--- src/rtl/cht_pkg.sv ---
// Shared constants, register indexes and controller/datapath interface types
// for the cache hit tracker. No dependencies.
`default_nettype none

package cht_pkg;

  localparam int MaxBlocks  = 64;
  localparam int EntryW     = $clog2(MaxBlocks);
  localparam int CountW     = $clog2(MaxBlocks + 1);
  localparam int AddrW      = 32;
  localparam int OffsetBits = 6;
  localparam int TagW       = AddrW - OffsetBits;
  localparam int CntW       = 32;
  localparam int CfgIdxW    = 2;
  localparam int CfgDataW   = 7;
  localparam int CmpW       = (CountW > CfgDataW) ? CountW : CfgDataW;
  localparam int OutDataW   = ((1 + 2 * CntW + 7) / 8) * 8;
  localparam int OutPadW    = OutDataW - 1 - 2 * CntW;

  localparam logic [CfgIdxW-1:0] RegFullyAssoc = 2'd0;
  localparam logic [CfgIdxW-1:0] RegSplit      = 2'd1;
  localparam logic [CfgIdxW-1:0] RegBlocks     = 2'd2;

  localparam logic [CfgDataW-1:0] BlocksReset = 7'd16;

  typedef struct packed {
    logic capture;
    logic dm_check;
    logic scan;
    logic pop;
    logic fill;
    logic finish;
  } cmd_t;

  typedef struct packed {
    logic fa_mode;
    logic scan_done;
    logic scan_hit;
    logic free_found;
    logic out_free;
  } status_t;

endpackage

`default_nettype wire

--- src/rtl/cht_ram.sv ---
// Generic single-write, single-read RAM with registered read data.
// No dependencies.
`default_nettype none

module cht_ram #(
  parameter int Width = 8,
  parameter int Depth = 64
) (
  input  logic                     clk,
  input  logic                     wr_en,
  input  logic [$clog2(Depth)-1:0] wr_addr,
  input  logic [Width-1:0]         wr_data,
  input  logic [$clog2(Depth)-1:0] rd_addr,
  output logic [Width-1:0]         rd_data
);

  logic [Width-1:0] mem [Depth];

  always_ff @(posedge clk) begin
    if (wr_en) begin
      mem[wr_addr] <= wr_data;
    end
    rd_data <= mem[rd_addr];
  end

endmodule

`default_nettype wire

--- src/rtl/cht_ctrl.sv ---
// Controller state machine of the cache hit tracker: sequences lookup, scan,
// replacement and result. Depends on cht_pkg.
`default_nettype none

module cht_ctrl (
  input  logic             clk,
  input  logic             rst,
  input  logic             s_axis_tvalid,
  output logic             s_axis_tready,
  input  cht_pkg::status_t status,
  output cht_pkg::cmd_t    cmd
);

  import cht_pkg::*;

  typedef enum logic [6:0] {
    IDLE   = 7'b0000001,
    DM_RD  = 7'b0000010,
    DM_CHK = 7'b0000100,
    SCAN   = 7'b0001000,
    POP_RD = 7'b0010000,
    FILL   = 7'b0100000,
    FINISH = 7'b1000000
  } state_t;

  state_t state, state_next;

  always_ff @(posedge clk) begin
    if (rst) begin
      state <= IDLE;
    end else begin
      state <= state_next;
    end
  end

  always_comb begin
    state_next    = state;
    cmd           = '0;
    s_axis_tready = 1'b0;
    case (state)
      IDLE: begin
        s_axis_tready = 1'b1;
        if (s_axis_tvalid) begin
          cmd.capture = 1'b1;
          state_next  = status.fa_mode ? SCAN : DM_RD;
        end
      end
      DM_RD: begin
        state_next = DM_CHK;
      end
      DM_CHK: begin
        cmd.dm_check = 1'b1;
        state_next   = FINISH;
      end
      SCAN: begin
        cmd.scan = 1'b1;
        if (status.scan_done) begin
          if (status.scan_hit) begin
            state_next = FINISH;
          end else if (status.free_found) begin
            state_next = FILL;
          end else begin
            state_next = POP_RD;
          end
        end
      end
      POP_RD: begin
        cmd.pop    = 1'b1;
        state_next = FILL;
      end
      FILL: begin
        cmd.fill   = 1'b1;
        state_next = FINISH;
      end
      FINISH: begin
        if (status.out_free) begin
          cmd.finish = 1'b1;
          state_next = IDLE;
        end
      end
      default: begin
        state_next = IDLE;
      end
    endcase
  end

endmodule

`default_nettype wire

--- src/rtl/cht_datapath.sv ---
// Datapath of the cache hit tracker: configuration, tag store, valid bits,
// FIFO rings, counters and output register. Depends on cht_pkg and cht_ram.
`default_nettype none

module cht_datapath (
  input  logic                         clk,
  input  logic                         rst,
  input  logic                         cfg_we,
  input  logic [cht_pkg::CfgIdxW-1:0]  cfg_index,
  input  logic [cht_pkg::CfgDataW-1:0] cfg_data,
  input  logic [cht_pkg::AddrW-1:0]    s_axis_tdata,
  input  logic                         s_axis_tuser,
  output logic                         m_axis_tvalid,
  input  logic                         m_axis_tready,
  output logic [cht_pkg::OutDataW-1:0] m_axis_tdata,
  input  cht_pkg::cmd_t                cmd,
  output cht_pkg::status_t             status
);

  import cht_pkg::*;

  logic                fa_mode;
  logic                split;
  logic [CfgDataW-1:0] blocks;

  logic [CmpW-1:0]     blocks_w;
  logic [CmpW-1:0]     limit_w;
  logic [CmpW-1:0]     n_w;
  logic [CountW-1:0]   n;
  logic [CountW-1:0]   n_m1;

  logic [TagW-1:0]     blk;
  logic                second;
  logic [EntryW-1:0]   base;
  logic [TagW-1:0]     mask_tag;
  logic [TagW-1:0]     dm_low;
  logic [TagW-1:0]     dm_tag;
  logic [EntryW-1:0]   dm_entry;

  logic [CountW-1:0]   issue_idx;
  logic                cmp_vld;
  logic [EntryW-1:0]   cmp_idx;
  logic [EntryW-1:0]   cmp_entry;
  logic                hit_r;
  logic                have_free;
  logic [EntryW-1:0]   free_slot;
  logic                popped;

  logic [MaxBlocks-1:0] valid;
  logic [EntryW-1:0]   head [2];
  logic [EntryW-1:0]   tail [2];
  logic [1:0]          fresh;

  logic [CntW-1:0]     access_counter;
  logic [CntW-1:0]     hit_counter;
  logic [CntW-1:0]     access_next;
  logic [CntW-1:0]     hit_next;

  logic                cur_hit;
  logic                cur_free;
  logic                cur_last;
  logic                dm_hit;
  logic                flush;

  logic [EntryW-1:0]   victim;
  logic [EntryW-1:0]   push_slot;
  logic [EntryW-1:0]   head_next;

  logic                tag_we;
  logic [EntryW-1:0]   tag_wr_addr;
  logic [TagW-1:0]     tag_wr_data;
  logic [EntryW-1:0]   tag_rd_addr;
  logic [TagW-1:0]     tag_rd;
  logic [EntryW-1:0]   ring_wr_addr;
  logic [EntryW-1:0]   ring_rd_addr;
  logic [EntryW-1:0]   ring_rd;

  // geometry in use
  always_comb begin
    blocks_w = CmpW'(blocks);
    limit_w  = split ? CmpW'(MaxBlocks / 2) : CmpW'(MaxBlocks);
    n_w      = (blocks_w == '0) ? CmpW'(1) : blocks_w;
    if (n_w > limit_w) begin
      n_w = limit_w;
    end
    n    = n_w[CountW-1:0];
    n_m1 = n - CountW'(1);
  end

  assign base     = second ? n[EntryW-1:0] : '0;
  assign mask_tag = TagW'(n_m1);
  assign dm_low   = blk & mask_tag;
  assign dm_tag   = blk & ~mask_tag;
  assign dm_entry = base + dm_low[EntryW-1:0];

  assign cmp_entry = base + cmp_idx;
  assign cur_hit   = cmp_vld & valid[cmp_entry] & (tag_rd == blk);
  assign cur_free  = cmp_vld & ~valid[cmp_entry];
  assign cur_last  = cmp_vld & (CountW'(cmp_idx) == n_m1);
  assign dm_hit    = valid[dm_entry] & (tag_rd == dm_tag);

  assign flush = cfg_we & (cfg_index == RegFullyAssoc || cfg_index == RegSplit ||
                           cfg_index == RegBlocks);

  assign victim    = popped ? ring_rd : free_slot;
  assign push_slot = (fresh[second] || (CountW'(tail[second]) == n_m1)) ?
                     '0 : tail[second] + EntryW'(1);
  assign head_next = (CountW'(head[second]) == n_m1) ? '0 : head[second] + EntryW'(1);

  assign tag_we      = (cmd.dm_check & ~dm_hit) | cmd.fill;
  assign tag_wr_addr = cmd.fill ? base + victim : dm_entry;
  assign tag_wr_data = cmd.fill ? blk : dm_tag;
  assign tag_rd_addr = cmd.scan ? base + issue_idx[EntryW-1:0] : dm_entry;

  assign ring_wr_addr = base + push_slot;
  assign ring_rd_addr = base + head[second];

  assign access_next = (access_counter == '1) ? access_counter
                                              : access_counter + CntW'(1);
  assign hit_next    = (hit_r && hit_counter != '1) ? hit_counter + CntW'(1)
                                                    : hit_counter;

  assign status.fa_mode    = fa_mode;
  assign status.scan_done  = cur_hit | cur_last;
  assign status.scan_hit   = cur_hit;
  assign status.free_found = have_free | cur_free;
  assign status.out_free   = ~m_axis_tvalid | m_axis_tready;

  cht_ram #(.Width(TagW), .Depth(MaxBlocks)) u_tag_ram (
    .clk     (clk),
    .wr_en   (tag_we),
    .wr_addr (tag_wr_addr),
    .wr_data (tag_wr_data),
    .rd_addr (tag_rd_addr),
    .rd_data (tag_rd)
  );

  cht_ram #(.Width(EntryW), .Depth(MaxBlocks)) u_ring_ram (
    .clk     (clk),
    .wr_en   (cmd.fill),
    .wr_addr (ring_wr_addr),
    .wr_data (victim),
    .rd_addr (ring_rd_addr),
    .rd_data (ring_rd)
  );

  // configuration, valid bits, ring pointers, counters
  always_ff @(posedge clk) begin
    if (rst) begin
      fa_mode        <= 1'b0;
      split          <= 1'b0;
      blocks         <= BlocksReset;
      valid          <= '0;
      head[0]        <= '0;
      head[1]        <= '0;
      tail[0]        <= '0;
      tail[1]        <= '0;
      fresh          <= 2'b11;
      access_counter <= '0;
      hit_counter    <= '0;
      m_axis_tvalid  <= 1'b0;
    end else begin
      if (cfg_we) begin
        case (cfg_index)
          RegFullyAssoc: fa_mode <= cfg_data[0];
          RegSplit:      split   <= cfg_data[0];
          RegBlocks:     blocks  <= cfg_data;
          default: begin
          end
        endcase
      end
      if (flush) begin
        valid   <= '0;
        head[0] <= '0;
        head[1] <= '0;
        fresh   <= 2'b11;
      end else begin
        if (cmd.dm_check && !dm_hit) begin
          valid[dm_entry] <= 1'b1;
        end
        if (cmd.pop) begin
          head[second] <= head_next;
        end
        if (cmd.fill) begin
          valid[base + victim] <= 1'b1;
          tail[second]         <= push_slot;
          fresh[second]        <= 1'b0;
        end
      end
      if (cmd.finish) begin
        access_counter <= access_next;
        hit_counter    <= hit_next;
        m_axis_tvalid  <= 1'b1;
      end else if (m_axis_tready) begin
        m_axis_tvalid <= 1'b0;
      end
    end
  end

  // per-access working registers
  always_ff @(posedge clk) begin
    if (rst) begin
      cmp_vld   <= 1'b0;
      hit_r     <= 1'b0;
      have_free <= 1'b0;
      popped    <= 1'b0;
      issue_idx <= '0;
    end else begin
      if (cmd.capture) begin
        cmp_vld   <= 1'b0;
        hit_r     <= 1'b0;
        have_free <= 1'b0;
        popped    <= 1'b0;
        issue_idx <= '0;
      end
      if (cmd.dm_check && dm_hit) begin
        hit_r <= 1'b1;
      end
      if (cmd.scan) begin
        if (issue_idx < n) begin
          issue_idx <= issue_idx + CountW'(1);
          cmp_vld   <= 1'b1;
        end else begin
          cmp_vld <= 1'b0;
        end
        if (cur_hit) begin
          hit_r <= 1'b1;
        end
        if (cur_free) begin
          have_free <= 1'b1;
        end
      end
      if (cmd.pop) begin
        popped <= 1'b1;
      end
    end
  end

  always_ff @(posedge clk) begin
    if (cmd.capture) begin
      blk    <= s_axis_tdata[AddrW-1:OffsetBits];
      second <= split & ~s_axis_tuser;
    end
    if (cmd.scan) begin
      cmp_idx <= issue_idx[EntryW-1:0];
      if (cur_free) begin
        free_slot <= cmp_idx;
      end
    end
    if (cmd.finish) begin
      m_axis_tdata <= {{OutPadW{1'b0}}, hit_next, access_next, hit_r};
    end
  end

endmodule

`default_nettype wire

--- src/rtl/cache_hit_tracker.sv ---
// Top level of the cache hit tracker: joins the controller and the datapath.
// Depends on cht_pkg, cht_ctrl, cht_datapath.
//
//   channel   direction  fields (lowest bit up)
//   s_axis    in         tdata: address[31:0]; tuser: is_data
//   m_axis    out        tdata: hit, access_count[31:0], hit_count[31:0], zero pad
//   cfg       in         index 0 fully_associative_mode, 1 split_caches,
//                        2 blocks_per_cache
//
// Direct mapped: an access runs IDLE, DM_RD, DM_CHK and FINISH from accept to result register.
// Fully associative: an access runs IDLE, SCAN and FINISH on a hit, with FILL before FINISH
// on a replacement and POP_RD before FILL when no entry is free; the scan reads one tag per
// cycle over the n blocks in use through the tag RAM read port.
// Reset and any write to registers 0 to 2 clear all valid bits at once; no sweep.
// A held result blocks only the next result; the next access is taken meanwhile.
`default_nettype none

module cache_hit_tracker (
  input  logic                         clk,
  input  logic                         rst,
  input  logic                         s_axis_tvalid,
  output logic                         s_axis_tready,
  input  logic [cht_pkg::AddrW-1:0]    s_axis_tdata,  // address
  input  logic                         s_axis_tuser,  // is_data
  output logic                         m_axis_tvalid,
  input  logic                         m_axis_tready,
  output logic [cht_pkg::OutDataW-1:0] m_axis_tdata,  // hit, access_count, hit_count
  input  logic                         cfg_we,
  input  logic [cht_pkg::CfgIdxW-1:0]  cfg_index,
  input  logic [cht_pkg::CfgDataW-1:0] cfg_data
);

  import cht_pkg::*;

  cmd_t    cmd;
  status_t status;

  cht_ctrl u_ctrl (
    .clk           (clk),
    .rst           (rst),
    .s_axis_tvalid (s_axis_tvalid),
    .s_axis_tready (s_axis_tready),
    .status        (status),
    .cmd           (cmd)
  );

  cht_datapath u_datapath (
    .clk           (clk),
    .rst           (rst),
    .cfg_we        (cfg_we),
    .cfg_index     (cfg_index),
    .cfg_data      (cfg_data),
    .s_axis_tdata  (s_axis_tdata),
    .s_axis_tuser  (s_axis_tuser),
    .m_axis_tvalid (m_axis_tvalid),
    .m_axis_tready (m_axis_tready),
    .m_axis_tdata  (m_axis_tdata),
    .cmd           (cmd),
    .status        (status)
  );

endmodule

`default_nettype wire

--- config.mk ---
export PLATFORM = sky130hd
export DESIGN_NAME = cache_hit_tracker
export DESIGN_NICKNAME = d
export VERILOG_FILES = /design/src/rtl/cht_pkg.sv /design/src/rtl/cht_ram.sv /design/src/rtl/cht_ctrl.sv /design/src/rtl/cht_datapath.sv /design/src/rtl/cache_hit_tracker.sv
export SDC_FILE = /design/constraint.sdc
export NUM_CORES = 2
export LEC_CHECK = 0
export ABC_CLOCK_PERIOD_IN_PS = 7600
export BUFFER_PORTS_ARGS = -buffer_cell sky130_fd_sc_hd__buf_4
export CORE_UTILIZATION = 57
export DETAILED_ROUTE_END_ITERATION = 7
export HOLD_SLACK_MARGIN = 0.12
export PLACE_DENSITY = 0.82
export SLEW_MARGIN = 20
export SYNTH_ARGS = -nofsm -noshare
export SYNTH_HDL_FRONTEND = slang
export SYNTH_HIERARCHICAL = 1
export SYNTH_SLANG_ARGS = --single-unit
--- constraint.sdc ---
create_clock -name clk -period 7.6 [get_ports clk]
set_clock_uncertainty 0.2 [all_clocks]
set_input_delay 0.38 -clock clk [delete_from_list [all_inputs] [get_ports clk]]
set_output_delay 0.38 -clock clk [all_outputs]
set_load 0.01 [all_outputs]
==> impl_metrics.yaml <==
floorplanning:
  row_count: 149
  io_pins: 121
  core-area_um2: 165000
  die_h_um: 411
  die_w_um: 411
  initial_core_util_pct: 57.6
  die_area_um2: 169000
clock_network:
  cts.sinks: 2367
  post_cts_buffers: 0
  path_clk_slew_ps: 70
  root_buffer: "clkbuf_16"
  clockBufferDepth: 3
  numCtsBuffers: 213
  ctsHtreeMaxLevel: 4
  tritoncts: "built"
  clkLatencyLatePin_ps: 860
synth:
  ys_seq_area_share_pct: 72.6
  syn_inst: 5140
  yosys.area.top_type: "edfxtp_1"
  ys_top_cells_by_area: "edfxtp_1, mux4_2, dfxtp_1, mux2i_1, nor2_1"
  synth_area_per_cell_um2: 18.5
  synth_top_area_share_pct: 68.6
  yosysWarnings: 6
  ys_seq_elements: 2367
  synthArstFlopShare_pct: 0
  syn_area_um2: 95300
  synthFlopType: "edfxtp_1"
  synth_edf_count: 2176
  ys_types: 95
setup_path:
  r2r_end: "u_datapath/u_tag_ram/mem[8][5]"
  reg2reg_from: "u_datapath/blocks[6]"
  endpoint_kind: "register"
  cp.required_ps: 7890
  path_class: "reg2reg"
  cp.arrival_ps: 7480
  rrSetupSlack_ps: 410
  worstSetupStartpointType: "register"
  reg2reg_depth: 21
  cp_max_fo: 26
power:
  swShare_pct: 24.8
  power_density_nw_per_um2: 270
  p_leak_nw: 35.1
  p_clk_share_pct: 37.3
  power_frac_seq_pct: 50.0
  ir_drop_uv: 345
  p_comb_share_pct: 12.6
  power_mw: 28.9
  power.switching_mw: 7.17
  p_int_mw: 21.8
global_routing:
  grt_pass1_wl_um: 349000
  grt_pass1_vias: 52069
  grt.total_usage_pct: 28.5
  antenna_found_initial: 12
  grt_max_degree: 132
  gr-total-overflow: 0
routing:
  via_count: 52242
  routedWlPerCell_um: 30.8
  via_per_inst: 6.68
  wl_um: 241000
  drt-initial-drc-count: 7464
  ant_nets: 0
  drc: 0
  firstDrtPassIters: 8
place:
  port_buffers: 107
  dpl.hpwl_um: 135000
  gp_congestion: 0.938
hold_path:
  min_from: "cfg_index[0]"
  min-delay-path-class: "in2reg"
  hold_path_end: "u_datapath/blocks[0]"
  hold_depth: 4
timing:
  min_period_ps: 7190
  fin_crit_sh_pct: 94.6
  hold_viol_final: 0
  rsz0062_at_grt: "no"
  drv_slew: 0
  tightest_slew_ps: 1180
  setup_viol_count_final: 0
  relSlewSlack_pct: 20.8
  max_freq_mhz: 139
  setup_tns_ps: 0
final_layout:
  layout_commonest_cell: "edfxtp_1"
  drive_above_1_share_pct: 22.0
  area_delta_synth_final_pct: 12.3
  final_nets: 5542
  fin_util_pct: 64.7
  final_cell_mix: "edfxtp_1, mux4_2, mux2i_1"
run:
  maxCapViolations: 0
status:
  status: "finished, final reports clean"
state kept, by name, indices dropped and copies added (netlist names), 7 cells and up, named ones only:
register / cells
u_datapath/u_tag_ram/mem: 1664
u_datapath/u_ring_ram/mem: 384
u_datapath/m_axis_tdata: 65
u_datapath/valid: 64
u_datapath/access_counter: 32
u_datapath/hit_counter: 32
u_datapath/blk: 26
u_datapath/u_tag_ram/rd_data: 26
u_datapath/head: 12
u_datapath/tail: 12
u_ctrl/state: 7
u_datapath/blocks: 7
u_datapath/issue_idx: 7
what timing repair did:
item / CTS / global route
endpoints found under the setup margin: 0 / 0
gates resized for setup: 0 / 0
hold endpoints to repair: 113 / 0
hold buffers: 82 / 0
worst max-delay path by stage:
stage | startpoint | end | slack, ps | depth (start not counted)
6_report | u_datapath/blocks[6] | u_datapath/u_tag_ram/mem[8][5] | 410 | 21
5_1_grt | u_datapath/blocks[6] | u_datapath/u_tag_ram/mem[0][0] | 170 | 21
4_1_cts | u_datapath/blocks[6] | u_datapath/u_tag_ram/mem[0][6] | 620 | 21
3_5_place_dp | u_datapath/blocks[6] | u_datapath/u_tag_ram/mem[58][4] | 700 | 21
3_3_place_gp | u_datapath/blocks[6] | u_datapath/u_tag_ram/mem[2][1] | 940 | 21
2_1_floorplan | u_datapath/blocks[6] | u_datapath/u_tag_ram/mem[48][0] | 440 | 20
worst max-delay path: stages (launching register included):
cell and delay [ps]:
dfxtp_1 470, ha_1 300, nor2b_1 170, nor2_1 310
nand2_1 170, ha_1 320, xnor2_1 410, nor2b_1 110
ha_1 360, xnor2_1 720, nor2_1 250, a22o_1 290
nand2_1 60, a31oi_1 90, mux2i_1 220, mux2i_1 140
o21ai_1 160, a21o_1 450, nor2b_1 310, nand2_1 540
nor2_2 320, buf_4 430
layer usage:
| layer | track usage [%] | up-vias | share of wire (%) |
|---|---|---|---|
| li1 | - | 21357 | - |
| met1 | 36.2 | 26505 | 34 |
| met2 | 46.4 | 3664 | 49 |
| met3 | 6.49 | 706 | 11 |
| met4 | 14.5 | 10 | 5.7 |
| met5 | 0 | - | 0.029 |
Yosys cell counts, types with 10 or more instances:
master,n
and3_1,37
nand2b_1,20
nand2_1,134
ha_1,43
dfxtp_1,191
inv_1,46
a21o_1,28
buf_1,15
a22oi_1,88
nor4_1,10
nor2_1,332
or3_1,20
o21ai_0,58
o221ai_1,11
and2_1,10
buf_4,30
clkbuf_1,134
buf_2,77
buf_6,22
xnor2_1,91
nand4_1,30
a21oi_1,120
nand3b_1,13
mux2_2,27
nor3_1,30
edfxtp_1,2176
xor2_1,106
nor2b_1,22
a31oi_1,46
mux2i_1,283
mux4_2,480
o22ai_1,133
o31ai_1,18
nand3_1,83
o21ai_1,11
a211oi_1,20
nor3b_1,11
area by class of cell:
type | instances | area [um^2]
flip-flops and latches | 2367 | 69200
fillers | 10257 | 58400
multi-input cells | 2448 | 24800
clock buffers | 257 | 5560
repair buffers | 370 | 3160
well taps | 2189 | 2740
clock inverters | 136 | 1360
inverters | 46 | 173
diodes | 5 | 12.5
per-stage QoR:
stage | setup WS (ps) | area [um^2] | hold slack (ps) | cells
after floorplan | 442 | 95300 | 222 | 5147
after global placement | 940 | 99200 | 233 | 7338
after detailed placement | 696 | 99200 | 240 | 7338
after CTS | 621 | 107000 | 132 | 7813
after global routing | 171 | 107000 | 194 | 7815
final | 407 | 107000 | 195 | 7818
logic make-up after synthesis:
| kind of cell | synth area share (%) |
|---|---|
| xor gates and xnor gates | 1.85 |
| and+or+nand+nor | 4.00 |
| other | 0.00394 |
| muxes | 14.8 |
| buffers and inverters | 1.80 |
| DFF | 72.6 |
| adders and majority gates | 0.691 |
| AOI/OAI and AO/OA | 4.20 |
power by group through the flow:
stage / Clock [mW] / Sequential [mW] / Combinational [mW]
after detailed placement: 0 / 14.7 / 3.45
final: 10.8 / 14.5 / 3.66
after floorplan: 0 / 14.8 / 2.22
after CTS: 10.9 / 14.5 / 3.56
after global placement: 0 / 14.7 / 3.36
after global routing: 11.3 / 14.5 / 3.74
Power figures use the tool's default switching activity.
